File: src/hw/rtl/lmfb_pkg.sv
// Shared types, constants and helpers for the LED matrix frame buffer.
`default_nettype none

package lmfb_pkg;

	localparam int ROWS   = 8;
	localparam int COLS   = 8;
	localparam int BYTE_W = 8;
	localparam int ROW_IW = (ROWS > 1) ? $clog2(ROWS) : 1;

	localparam logic [3:0] KIND_SET_PIXEL = 4'd0;
	localparam logic [3:0] KIND_TOGGLE    = 4'd1;
	localparam logic [3:0] KIND_SET_ROW   = 4'd2;
	localparam logic [3:0] KIND_SET_COL   = 4'd3;
	localparam logic [3:0] KIND_VSPAN     = 4'd4;
	localparam logic [3:0] KIND_HSPAN     = 4'd5;
	localparam logic [3:0] KIND_REFRESH   = 4'd6;
	localparam logic [3:0] KIND_CLEAR     = 4'd7;
	localparam logic [3:0] KIND_INTENSITY = 4'd8;

	localparam logic [3:0] INTENSITY_REG = 4'd10;
	localparam logic [3:0] LEVEL_MAX     = 4'd15;

	typedef struct packed {
		logic [3:0]        kind;
		logic [3:0]        col;
		logic [3:0]        row;
		logic [3:0]        span_start;
		logic [3:0]        span_end;
		logic [7:0]        pixel_data;
		logic signed [7:0] level;
	} in_item_t;

	typedef struct packed {
		logic [3:0] reg_addr;
		logic [7:0] reg_data;
		logic       last;
	} out_item_t;

	// controller -> datapath
	typedef struct packed {
		logic accept;
		logic emit;
	} lmfb_cmd_t;

	// datapath -> controller
	typedef struct packed {
		logic flush_req;
		logic dirty_any;
		logic slot_free;
	} lmfb_stat_t;

	// bit of a row byte that holds column c
	function automatic logic [BYTE_W-1:0] col_bit(input logic [2:0] c, input logic mirror);
		logic [BYTE_W-1:0] m;
		m = mirror ? (8'h01 << c) : (8'h80 >> c);
		return m;
	endfunction

endpackage

`default_nettype wire

File: src/hw/rtl/lmfb_ctrl.sv
// Sequencer for the frame buffer: command intake and dirty row scan.
`default_nettype none

module lmfb_ctrl
	import lmfb_pkg::*;
(
	input  wire logic       clk,
	input  wire logic       arst_n,
	input  wire logic       in_valid,
	output logic            in_ready,
	input  wire lmfb_stat_t stat,
	output lmfb_cmd_t       cmd
);

	typedef enum logic [0:0] {
		ST_IDLE,
		ST_SCAN
	} state_t;

	state_t state_q;

	assign in_ready = (state_q == ST_IDLE) && stat.slot_free;

	always_comb begin
		cmd.accept = in_valid && in_ready;
		cmd.emit   = (state_q == ST_SCAN) && stat.dirty_any && stat.slot_free;
	end

	always_ff @(posedge clk or negedge arst_n) begin
		if (!arst_n) begin
			state_q <= ST_IDLE;
		end else begin
			unique case (state_q)
				ST_IDLE: begin
					if (cmd.accept && stat.flush_req) begin
						state_q <= ST_SCAN;
					end
				end
				ST_SCAN: begin
					// done once the mask is empty
					if (!stat.dirty_any) begin
						state_q <= ST_IDLE;
					end
				end
				default: state_q <= ST_IDLE;
			endcase
		end
	end

	assert property (@(posedge clk) disable iff (!arst_n)
		(state_q == ST_SCAN) |-> !in_ready)
		else $error("input taken during row scan");

	assert property (@(posedge clk) disable iff (!arst_n)
		(state_q == ST_SCAN && !stat.dirty_any) |=> (state_q == ST_IDLE))
		else $error("scan did not finish on empty mask");

	assert property (@(posedge clk) disable iff (!arst_n)
		cmd.emit |-> !cmd.accept)
		else $error("emit and accept in one cycle");

endmodule

`default_nettype wire

File: src/hw/rtl/lmfb_dp.sv
// Datapath: pixel rows, dirty mask, orientation register and output register.
`default_nettype none

module lmfb_dp
	import lmfb_pkg::*;
(
	input  wire logic      clk,
	input  wire logic      arst_n,
	input  wire logic      cfg_we,
	input  wire logic      cfg_data,
	input  wire in_item_t  in_data,
	input  wire lmfb_cmd_t cmd,
	output lmfb_stat_t     stat,
	output logic           out_valid,
	input  wire logic      out_ready,
	output out_item_t      out_data
);

	logic [BYTE_W-1:0] rows_q [ROWS];
	logic [ROWS-1:0]   dirty_q;
	logic              mirror_q;
	logic              out_valid_q;
	out_item_t         out_q;

	logic              col_ok, row_ok, on;
	logic [BYTE_W-1:0] cmask, hmask;
	logic [BYTE_W-1:0] row_nxt [ROWS];
	logic [ROWS-1:0]   row_we;
	logic [ROWS-1:0]   pick_oh;
	logic [ROW_IW-1:0] pick_idx;
	logic [BYTE_W-1:0] pick_data;
	logic [3:0]        lvl;
	logic              slot_free;

	assign col_ok = in_data.col < 4'(COLS);
	assign row_ok = in_data.row < 4'(ROWS);
	assign on     = in_data.pixel_data != '0;
	assign cmask  = col_bit(in_data.col[2:0], mirror_q);

	always_comb begin
		hmask = '0;
		for (int j = 0; j < COLS; j++) begin
			if (4'(j) >= in_data.span_start && 4'(j) < in_data.span_end) begin
				hmask = hmask | col_bit(3'(j), mirror_q);
			end
		end
	end

	// per-row next value and write enable for the command at the input
	always_comb begin
		for (int i = 0; i < ROWS; i++) begin
			logic hit;
			hit        = in_data.row == 4'(i);
			row_we[i]  = 1'b0;
			row_nxt[i] = rows_q[i];
			unique case (in_data.kind)
				KIND_SET_PIXEL: begin
					row_we[i]  = col_ok && row_ok && hit;
					row_nxt[i] = on ? (rows_q[i] | cmask) : (rows_q[i] & ~cmask);
				end
				KIND_TOGGLE: begin
					row_we[i]  = col_ok && row_ok && hit;
					row_nxt[i] = rows_q[i] ^ cmask;
				end
				KIND_SET_ROW: begin
					row_we[i]  = row_ok && hit;
					row_nxt[i] = in_data.pixel_data;
				end
				KIND_SET_COL: begin
					row_we[i]  = col_ok;
					row_nxt[i] = on ? (rows_q[i] | cmask) : (rows_q[i] & ~cmask);
				end
				KIND_VSPAN: begin
					row_we[i]  = col_ok && (4'(i) >= in_data.span_start)
						&& (4'(i) < in_data.span_end);
					row_nxt[i] = on ? (rows_q[i] | cmask) : (rows_q[i] & ~cmask);
				end
				KIND_HSPAN: begin
					// row is marked only when the span covers an on-screen column
					row_we[i]  = row_ok && hit && (hmask != '0);
					row_nxt[i] = on ? (rows_q[i] | hmask) : (rows_q[i] & ~hmask);
				end
				KIND_CLEAR: begin
					row_we[i]  = 1'b1;
					row_nxt[i] = '0;
				end
				default: begin
					row_we[i]  = 1'b0;
					row_nxt[i] = rows_q[i];
				end
			endcase
		end
	end

	// lowest dirty row goes out first
	always_comb begin
		pick_oh   = '0;
		pick_idx  = '0;
		pick_data = '0;
		for (int i = ROWS - 1; i >= 0; i--) begin
			if (dirty_q[i]) begin
				pick_oh   = ROWS'(1) << i;
				pick_idx  = ROW_IW'(i);
				pick_data = rows_q[i];
			end
		end
	end

	always_comb begin
		if (in_data.level[7]) begin
			lvl = '0;
		end else if (in_data.level[6:4] != '0) begin
			lvl = LEVEL_MAX;
		end else begin
			lvl = in_data.level[3:0];
		end
	end

	assign slot_free = !out_valid_q || out_ready;

	always_ff @(posedge clk or negedge arst_n) begin
		if (!arst_n) begin
			for (int i = 0; i < ROWS; i++) begin
				rows_q[i] <= '0;
			end
			dirty_q     <= '1;
			mirror_q    <= 1'b0;
			out_valid_q <= 1'b0;
		end else begin
			if (cfg_we) begin
				mirror_q <= cfg_data;
			end
			if (cmd.accept) begin
				for (int i = 0; i < ROWS; i++) begin
					if (row_we[i]) begin
						rows_q[i] <= row_nxt[i];
					end
				end
				dirty_q <= dirty_q | row_we;
			end else if (cmd.emit) begin
				dirty_q <= dirty_q & ~pick_oh;
			end
			if (cmd.emit || (cmd.accept && in_data.kind == KIND_INTENSITY)) begin
				out_valid_q <= 1'b1;
			end else if (out_ready) begin
				out_valid_q <= 1'b0;
			end
		end
	end

	// payload only
	always_ff @(posedge clk) begin
		if (cmd.emit) begin
			out_q.reg_addr <= 4'(pick_idx) + 4'd1;
			out_q.reg_data <= pick_data;
			out_q.last     <= (dirty_q & ~pick_oh) == '0;
		end else if (cmd.accept && in_data.kind == KIND_INTENSITY) begin
			out_q.reg_addr <= INTENSITY_REG;
			out_q.reg_data <= {4'd0, lvl};
			out_q.last     <= 1'b1;
		end
	end

	always_comb begin
		stat.flush_req = (in_data.kind == KIND_REFRESH) || (in_data.kind == KIND_CLEAR);
		stat.dirty_any = dirty_q != '0;
		stat.slot_free = slot_free;
	end

	assign out_valid = out_valid_q;
	assign out_data  = out_q;

endmodule

`default_nettype wire

File: src/hw/rtl/led_matrix_frame_buffer.sv
// Top level of the 8x8 LED matrix frame buffer.
`default_nettype none

// 8x8 frame buffer that turns drawing commands into LED driver register
// writes. Drawing transactions (set/toggle pixel, set row, set column,
// vertical and horizontal spans) update the buffer and mark
// the touched rows dirty; they produce no output. Refresh sends one
// (row+1, row byte) write per dirty row in ascending order, flags the final
// one with last, and leaves the mask clear; refresh with a clean mask sends
// nothing. Clear zeroes the buffer and sends all 8 rows. Intensity sends a
// single write to register 10 with the level clamped to 0..15. Column bit
// order follows mirror_columns (cfg_we/cfg_data): 0 puts column 0 on bit 7,
// 1 puts it on bit 0. Refresh and clear enter the scan state, emit the
// dirty rows, and return to idle once the mask is empty. The scan
// walks the dirty mask one row per cycle into a single output register,
// so downstream stalls hold it. Input is taken whenever the scan is idle
// and the output register is free or being drained.
module led_matrix_frame_buffer
	import lmfb_pkg::*;
(
	input  wire logic     clk,
	input  wire logic     arst_n,
	input  wire logic     cfg_we,
	input  wire logic     cfg_data,
	input  wire logic     in_valid,
	output logic          in_ready,
	input  wire in_item_t in_data,
	output logic          out_valid,
	input  wire logic     out_ready,
	output out_item_t     out_data
);

	lmfb_cmd_t  cmd;
	lmfb_stat_t stat;

	lmfb_ctrl u_ctrl (
		.clk      (clk),
		.arst_n   (arst_n),
		.in_valid (in_valid),
		.in_ready (in_ready),
		.stat     (stat),
		.cmd      (cmd)
	);

	lmfb_dp u_dp (
		.clk       (clk),
		.arst_n    (arst_n),
		.cfg_we    (cfg_we),
		.cfg_data  (cfg_data),
		.in_data   (in_data),
		.cmd       (cmd),
		.stat      (stat),
		.out_valid (out_valid),
		.out_ready (out_ready),
		.out_data  (out_data)
	);

	// a row write only leaves when the output slot can take it
	assert property (@(posedge clk) disable iff (!arst_n)
		cmd.emit |-> (stat.slot_free && stat.dirty_any))
		else $error("row write without room or without dirty row");

	// a row write shows up at the output next cycle
	assert property (@(posedge clk) disable iff (!arst_n)
		cmd.emit |=> (out_valid && out_data.reg_addr != INTENSITY_REG))
		else $error("row write lost");

	// intensity transaction gives one final write to the intensity register
	assert property (@(posedge clk) disable iff (!arst_n)
		(cmd.accept && in_data.kind == KIND_INTENSITY)
		|=> (out_valid && out_data.last && out_data.reg_addr == INTENSITY_REG
			&& out_data.reg_data[7:4] == 4'd0))
		else $error("bad intensity write");

	// the last row write of a scan empties the mask
	assert property (@(posedge clk) disable iff (!arst_n)
		(cmd.emit ##1 (out_valid && out_data.last)) |-> !stat.dirty_any)
		else $error("last flag with rows still dirty");

endmodule

`default_nettype wire
File: config.mk
export PLATFORM = sky130hd
export DESIGN_NAME = led_matrix_frame_buffer
export DESIGN_NICKNAME = d
export VERILOG_FILES = /design/src/hw/rtl/lmfb_pkg.sv /design/src/hw/rtl/lmfb_ctrl.sv /design/src/hw/rtl/lmfb_dp.sv /design/src/hw/rtl/led_matrix_frame_buffer.sv
export SDC_FILE = /design/constraint.sdc
export NUM_CORES = 1
export LEC_CHECK = 0
export ABC_AREA = 0
export BUFFER_PORTS_ARGS = -buffer_cell sky130_fd_sc_hd__buf_4
export CORE_MARGIN = 10
export CORE_UTILIZATION = 50
export CTS_BUF_LIST = sky130_fd_sc_hd__clkbuf_16
export DETAILED_ROUTE_END_ITERATION = 10
export PLACE_DENSITY = 0.69
export RECOVER_POWER = 50
export SLEW_MARGIN = 20
export SYNTH_ARGS = -nofsm -noshare
export SYNTH_HDL_FRONTEND = slang
export SYNTH_SLANG_ARGS = --single-unit
export TNS_END_PERCENT = 50
File: constraint.sdc
create_clock -name clk -period 5.7 [get_ports clk]
set_input_delay 0.855 -clock clk [delete_from_list [all_inputs] [get_ports clk]]
set_output_delay 0.855 -clock clk [all_outputs]
set_load 0.005 [all_outputs]
Word-level counts from Yosys, hierarchy flattened
Index checks and enable logic that the tools add are counted.

Flip-flop bits (word level): 88. Latch bits: 0. Memory bits (writable): 0. Bits in read-only memories: 0. Input bits: 42. Output and inout bits: 15. Word-level logic and storage cells: 268. Memories: 0.

$add $sub $neg: 1. $mul: 0. Div/mod/pow operators: 0. $lt $le $gt $ge: 18. Equality and inequality tests: 15. Shifts and indexed selects: 2. Muxes and demuxes: 84. Bitwise gates (word level): 53. Reductions and logical operators: 80.

Operators by type and width (number): 8-bit 2-to-1 mux (45); 8-bit one-hot mux with 5 select lines (8); 8-bit bitwise OR (24); 8-bit bitwise AND (17); 8-bit XOR (8); 1-bit logical AND (55); 1-bit one-hot mux with 6 select lines (8); 4-bit by 3-bit equality test with 1-bit output, second input constant (8); 13-bit 2-to-1 mux (2); 3-bit 2-to-1 mux (8); 8-bit inverter (3); 3-bit AND reduction (8); 8-bit nonzero test (3); 4-bit by 2-bit equality test with 1-bit output, second input constant (4); 3-bit by 4-bit greater-or-equal comparator with 1-bit output, first input constant (4); 3-bit by 4-bit < comparator with 1-bit output, first input constant (4); 7-bit 2-to-1 mux (2); 6-bit 2-to-1 mux (2); 5-bit 2-to-1 mux (2); 4-bit by 1-bit equality test with 1-bit output, second input constant (2); 1-bit by 4-bit greater-or-equal comparator with 1-bit output, first input constant (2); 2-bit by 4-bit greater-or-equal comparator with 1-bit output, first input constant (2); 4-bit zero test (2); 8-bit zero test (1); 18 further kinds (29).

Longest topological paths before layout
Depth in word-level cells: 22. Mapped depth: 9. Depth with buffers taken out: 8.

Modules after synthesis
A second synthesis with hierarchy kept.

Cells, all modules: 790. Area total of the unflattened synthesis: 6319.8 µm².

Modules (own cells, without submodules): lmfb_dp (times used 1, cells each 785, area each 6256.0 µm², sequential area each 2252.2 µm²); lmfb_ctrl (times used 1, cells each 5, area each 63.8 µm², sequential area each 25.0 µm²).

Worst setup path after synthesis
OpenSTA, ideal clock, no wires.

Path kind: input to register. Start: input in_data[21] (netlist name). End: register u_dp.rows_q[58] (netlist name). Library setup time: 121 ps. Arrival time: 2768 ps. Required time: 5579 ps. Slack: 2811 ps. Stages: 7. Buffers on the path: 1. Path through: buf_6 or4_4 o22ai_2 o21ai_2 a2111oi_4 o21ai_2 o22a_1.

Cells in the longest elaborated chain, start to end: 21. Elaborated cells between the ends (all ways): 42. Those cells by class: 8 x order compare; 11 x mux; 10 x bitwise; 13 x reduce/logical.

RTL lines: from (decl) (line led_matrix_frame_buffer.sv:27) `input wire in_item_t in_data,`; 1-bit by 4-bit greater-or-equal comparator with 1-bit output (line lmfb_dp.sv:43, lmfb_dp.sv:74); 1-bit logical AND (line lmfb_dp.sv:43) `if (4'(j) >= in_data.span_start && 4'(j) < in_data.span_end) begin`; 8-bit 2-to-1 mux (line lmfb_dp.sv:43); 8-bit bitwise OR (line lmfb_dp.sv:44) `hmask = hmask | col_bit(3'(j), mirror_q);`; 8-bit 2-to-1 mux (line lmfb_dp.sv:43); 8-bit bitwise OR (line lmfb_dp.sv:44); 8-bit 2-to-1 mux (line lmfb_dp.sv:43); 8-bit bitwise OR (line lmfb_dp.sv:44); [5 not listed]; 8-bit bitwise OR (line lmfb_dp.sv:44); 8-bit 2-to-1 mux (line lmfb_dp.sv:43); 8-bit bitwise OR (line lmfb_dp.sv:44); 8-bit 2-to-1 mux (line lmfb_dp.sv:43); 8-bit nonzero test or 8-bit inverter (tied branches) (line lmfb_dp.sv:80, lmfb_dp.sv:81); 1-bit logical AND or 8-bit bitwise AND (tied branches) (line lmfb_dp.sv:80, lmfb_dp.sv:81); 1-bit one-hot mux with 6 select lines or 8-bit 2-to-1 mux (tied branches) (line lmfb_dp.sv:56, lmfb_dp.sv:81); 3-bit AND reduction (no source line) or 8-bit one-hot mux with 5 select lines (tied branches); to (signal, indexed assignment) (line lmfb_dp.sv:136) `rows_q[i] <= row_nxt[i];`; to (decl) (line lmfb_dp.sv:19) `logic [BYTE_W-1:0] rows_q [ROWS];`.

Several ways; a longest one is shown, not always the timed one. A chain may end at the register's enable or synchronous reset.

Worst setup path after layout
Start: register u_dp.dirty_q[1]. End: register u_dp.out_q (netlist bit u_dp.out_data[2]) (enable).

Cells in the longest elaborated chain, start to end: 4.

RTL lines: from (decl) (line lmfb_dp.sv:20) `logic [ROWS-1:0] dirty_q;`; from (signal assigned) (line lmfb_dp.sv:139) `dirty_q <= dirty_q | row_we;`; from (signal assigned) (line lmfb_dp.sv:141) `dirty_q <= dirty_q & ~pick_oh;`; 8-bit nonzero test (line lmfb_dp.sv:166) `stat.dirty_any = dirty_q != '0;`; 1-bit logical AND (2 in series) (line lmfb_ctrl.sv:26) `cmd.emit = (state_q == ST_SCAN) && stat.dirty_any && stat.slot_free;`; 2-bit nonzero test (no source line); to (decl) (line lmfb_dp.sv:23) `out_item_t out_q;`.

No other way between the ends.

==> results.md <==
* Sw Share at 0.405
* Chip Height at 133 um
* Maximum clock path buffer count at 2
* Compound-Gate Fraction of Synth Area at 0.382
* CP max FO at 25
* Register area share after synthesis at 0.355
* Hold path depth at 1
* Met1 Track Usage GR at 0.335
* Dominant cells by area after synthesis: dfrtp_1 (26%), nand2_1 (6.8%), edfxtp_1 (6.1%)
* Hpwl dp at 16,600 um
* Pwr Density at roughly 400 nW/um2
* Worst Hold Class: flip-flop to flip-flop
* CP Data Required Time at around 5.6 ns
* Port bufs at 56
* Total gr overflow at 0
* Synth Instances at about 780
* Most frequent cell after synthesis: nand2_1
* Final Cell Area at 7170 um2
* Remaining antenna violation count at 0
* Max-cap violations at 0
* Routability cong. at slightly above 1
* Pint at around 1700 uW
* Post-synthesis adder-cell area fraction at 0.00507
* Yosys reg bits at slightly below 90
* Hold_buf cts at 0
* Asr flop ratio synth at 0.852
* Ys Warns at 0
* Setup repair bufs after CTS at 0
* Top cells by count, synth: nand2_1 (117), dfrtp_1 (67), a21oi_1 (60)
* CTS tree: yes
* Final wirelength at 22,700 um
* Combinational group share of total power at 0.374
* Max incr delay on CP at 0.98 ns
* Post-Synth Simple-Gate Area at 0.191
* Worst-Margin Slew at approximately 1.3 ns
* Clk Tree Root Cell: clkbuf_16
* Top delay family on crit path: simple AND/OR/NAND/NOR gates
* Sw power at between 1000 and 1500 uW
* Routed vias at roughly 6,600
* Min Clock Period, post-route at ~4.5 ns
* Drt wl/cell at approximately 23 um
* RSZ-0062 raised after global routing: false
* Die Wd at around 130 um
* Peak VDD IR at 0.214 mV
* Worst EP arrival at between 4 and 5 ns
* TNS Setup at 0 ns
* Resize count post-CTS at 0
* Met2 usage at 0.388
* CTS Buf Count at 9
* Number of inserted diodes at 0
* Synth area leader: dfrtp_1
* Pre-CTS WS at between 1.5 and 2 ns
* Largest family of logic cells by synthesized area: compound AO/OA/AOI/OAI gates
* Reg power frac at 0.411
* Clock slew at reported path FFs at roughly 0.060 ns
* Crit share post-route at 0.784
* Synth top area share at 0.261
* Vias in the first global route at around 6,200
* Starting Density at 0.510
* Top Usage Layer GRT: met2
* Pre-Repair DR Iteration Count at 6
* Synth-to-Final Area Change at 11.7%
* Netlist cell types at between 70 and 80
* Met3 Use GR at 0.0590
* Syn Std Cell Area at 6410 um2
* Slew headroom at 0.150
* Status: complete, no violations
* Post-synthesis mux area share at 0.00663
* CORE AREA at about 13,000 um2
* Boundary pin count at 57
* Ratio of cells with drive above 1 in the final layout at 0.126
* FMAX at around 0.22 GHz
* Setup-failing EPs final at 0
* Max Slew Vio Count at 0
* First-pass GRT wire length at between 30,000 and 40,000 um
* Die area at approximately 18,000 um2
* Largest net degree at the start of global routing at 76
* Remaining DRCs at 0
* Top_reg_cell synth: dfrtp_1
* Worst setup margin at between 1 and 1.5 ns
* FP Rows at between 40 and 50
* Placed cell area at 6890 um2
* Pleak at slightly below 0.003 uW
* CP max-delay cell: clkbuf_1
* Average size of a mapped cell at 8.21 um2
* Startpoint types: flip-flop
* CP endpoint kind: flip-flop
* Clock group share of total power at 0.215
* Clk_skew at 0.00641 ns
* Final Hold Fails at 0
* EDFF count, synth at 13
* Clk sinks at between 80 and 90
* Layout Nets at between 800 and 900
* Initial detailed-routing violation count at roughly 1,200
* Clk_lat worst skew at 0.34 ns
* CP cell instances: or4_1, or3_1, o311ai_0, clkbuf_1, nand2_1
* Worst reg-to-reg path cell count at 5
* Crit Path Class: flip-flop to flip-flop
* GRT Util Overall at 0.248
* CTS H-tree depth at 3
* Antenna violations before repair at 0
* Via density at 6.69
* Mapped Nets at around 820
* Crit path depth at 5
* CP bufs+invs at 1
* Post-synthesis xor/xnor area fraction at 0.00137
## kinds of logic after synthesis
logic type | Yosys count
buf+inv | 93
flops | 88
fa+ha+maj | 3
simple gates | 250
xor+xnor | 1
compound gates | 342
mux | 4
## path summary, 6_finish.rpt
kind,from,to,slack (ns)
setup / recovery,u_dp.dirty_q[1]$_DFFE_PN1P_,u_dp.out_data[2]$_DFFE_PP_,1.23
hold / removal,u_dp.rows_q[58]$_DFFE_PN0P_,u_dp.rows_q[58]$_DFFE_PN0P_,0.52
setup reg to reg,u_dp.dirty_q[1]$_DFFE_PN1P_,u_dp.out_data[2]$_DFFE_PP_,1.23
hold reg to reg,u_dp.rows_q[58]$_DFFE_PN0P_,u_dp.rows_q[58]$_DFFE_PN0P_,0.52
max in group asynchronous,arst_n,u_dp.rows_q[41]$_DFFE_PN0P_,4.36
min in group asynchronous,arst_n,u_dp.out_valid$_DFFE_PN0P_,0.67
## flip-flops by register name, indices dropped and copies added, names as in the netlist
register / count
u_dp.out_data: 13
u_dp.dirty_q: 8
u_dp.mirror_q: 1
u_ctrl.state_q: 1
u_dp.out_valid: 1
u_dp.rows_q: 64
## through the flow
step	utilization	std cells	total power [uW]	hold slack, ns
after floorplan	-	781	1860	0.477
after global placement	0.548	967	2230	0.491
after detailed placement	0.548	967	2270	0.501
after CTS	0.573	983	2890	0.515
after global routing	0.570	983	3070	0.542
final	0.570	983	2890	0.516
## routing by layer
layer | vias up | wire length, um | share of wire
met5 | - | 0 | 0
met4 | 0 | 585 | 0.026
met3 | 36 | 2410 | 0.11
met2 | 400 | 10400 | 0.46
met1 | 3183 | 9270 | 0.41
li1 | 2960 | - | -
## power groups by stage
stage                     combinational, uW  sequential [uW]  clock, uW
after floorplan                         834             1020          0
after global placement                 1060             1180          0
final                                  1080             1190        622
after detailed placement               1080             1190          0
after global routing                   1200             1220        650
after CTS                              1080             1180        626
## cell type report
class / instances / area, um2
Fill cell: 1149 / 5400
Tap cell: 172 / 215
Clock inverter: 7 / 80.1
Inverter: 47 / 176
Timing Repair Buffer: 60 / 439
Clock buffer: 9 / 225
Sequential cell: 88 / 2280
Multi-Input combinational cell: 600 / 3750
## placed cells by master, fill, tap and decap left out, types with 5 or more instances in the layout
cell type / Yosys / routed
a211oi_1: 7 / 6
a21o_1: 8 / 8
or2_2: 5 / 5
and2_1: 6 / 6
nor2_1: 31 / 31
dfrtp_1: 67 / 67
o21a_1: 15 / 15
clkbuf_16: 0 / 9
a22oi_1: 46 / 46
nor2b_1: 9 / 9
clkbuf_4: 0 / 13
or3_1: 11 / 12
o21bai_1: 7 / 7
nand3b_1: 12 / 12
edfxtp_1: 13 / 13
o31ai_1: 8 / 7
a2bb2oi_1: 7 / 7
o221ai_1: 7 / 7
buf_4: 1 / 44
nand2b_1: 19 / 19
nor3_1: 12 / 11
a211o_1: 6 / 6
o211ai_1: 10 / 10
dfstp_2: 8 / 7
o22a_1: 25 / 25
inv_1: 47 / 50
a21boi_0: 23 / 23
nand2_1: 117 / 117
o21ai_0: 59 / 59
a21oi_1: 60 / 60
a31oi_1: 8 / 8
(Power assumes the default switching activity.)
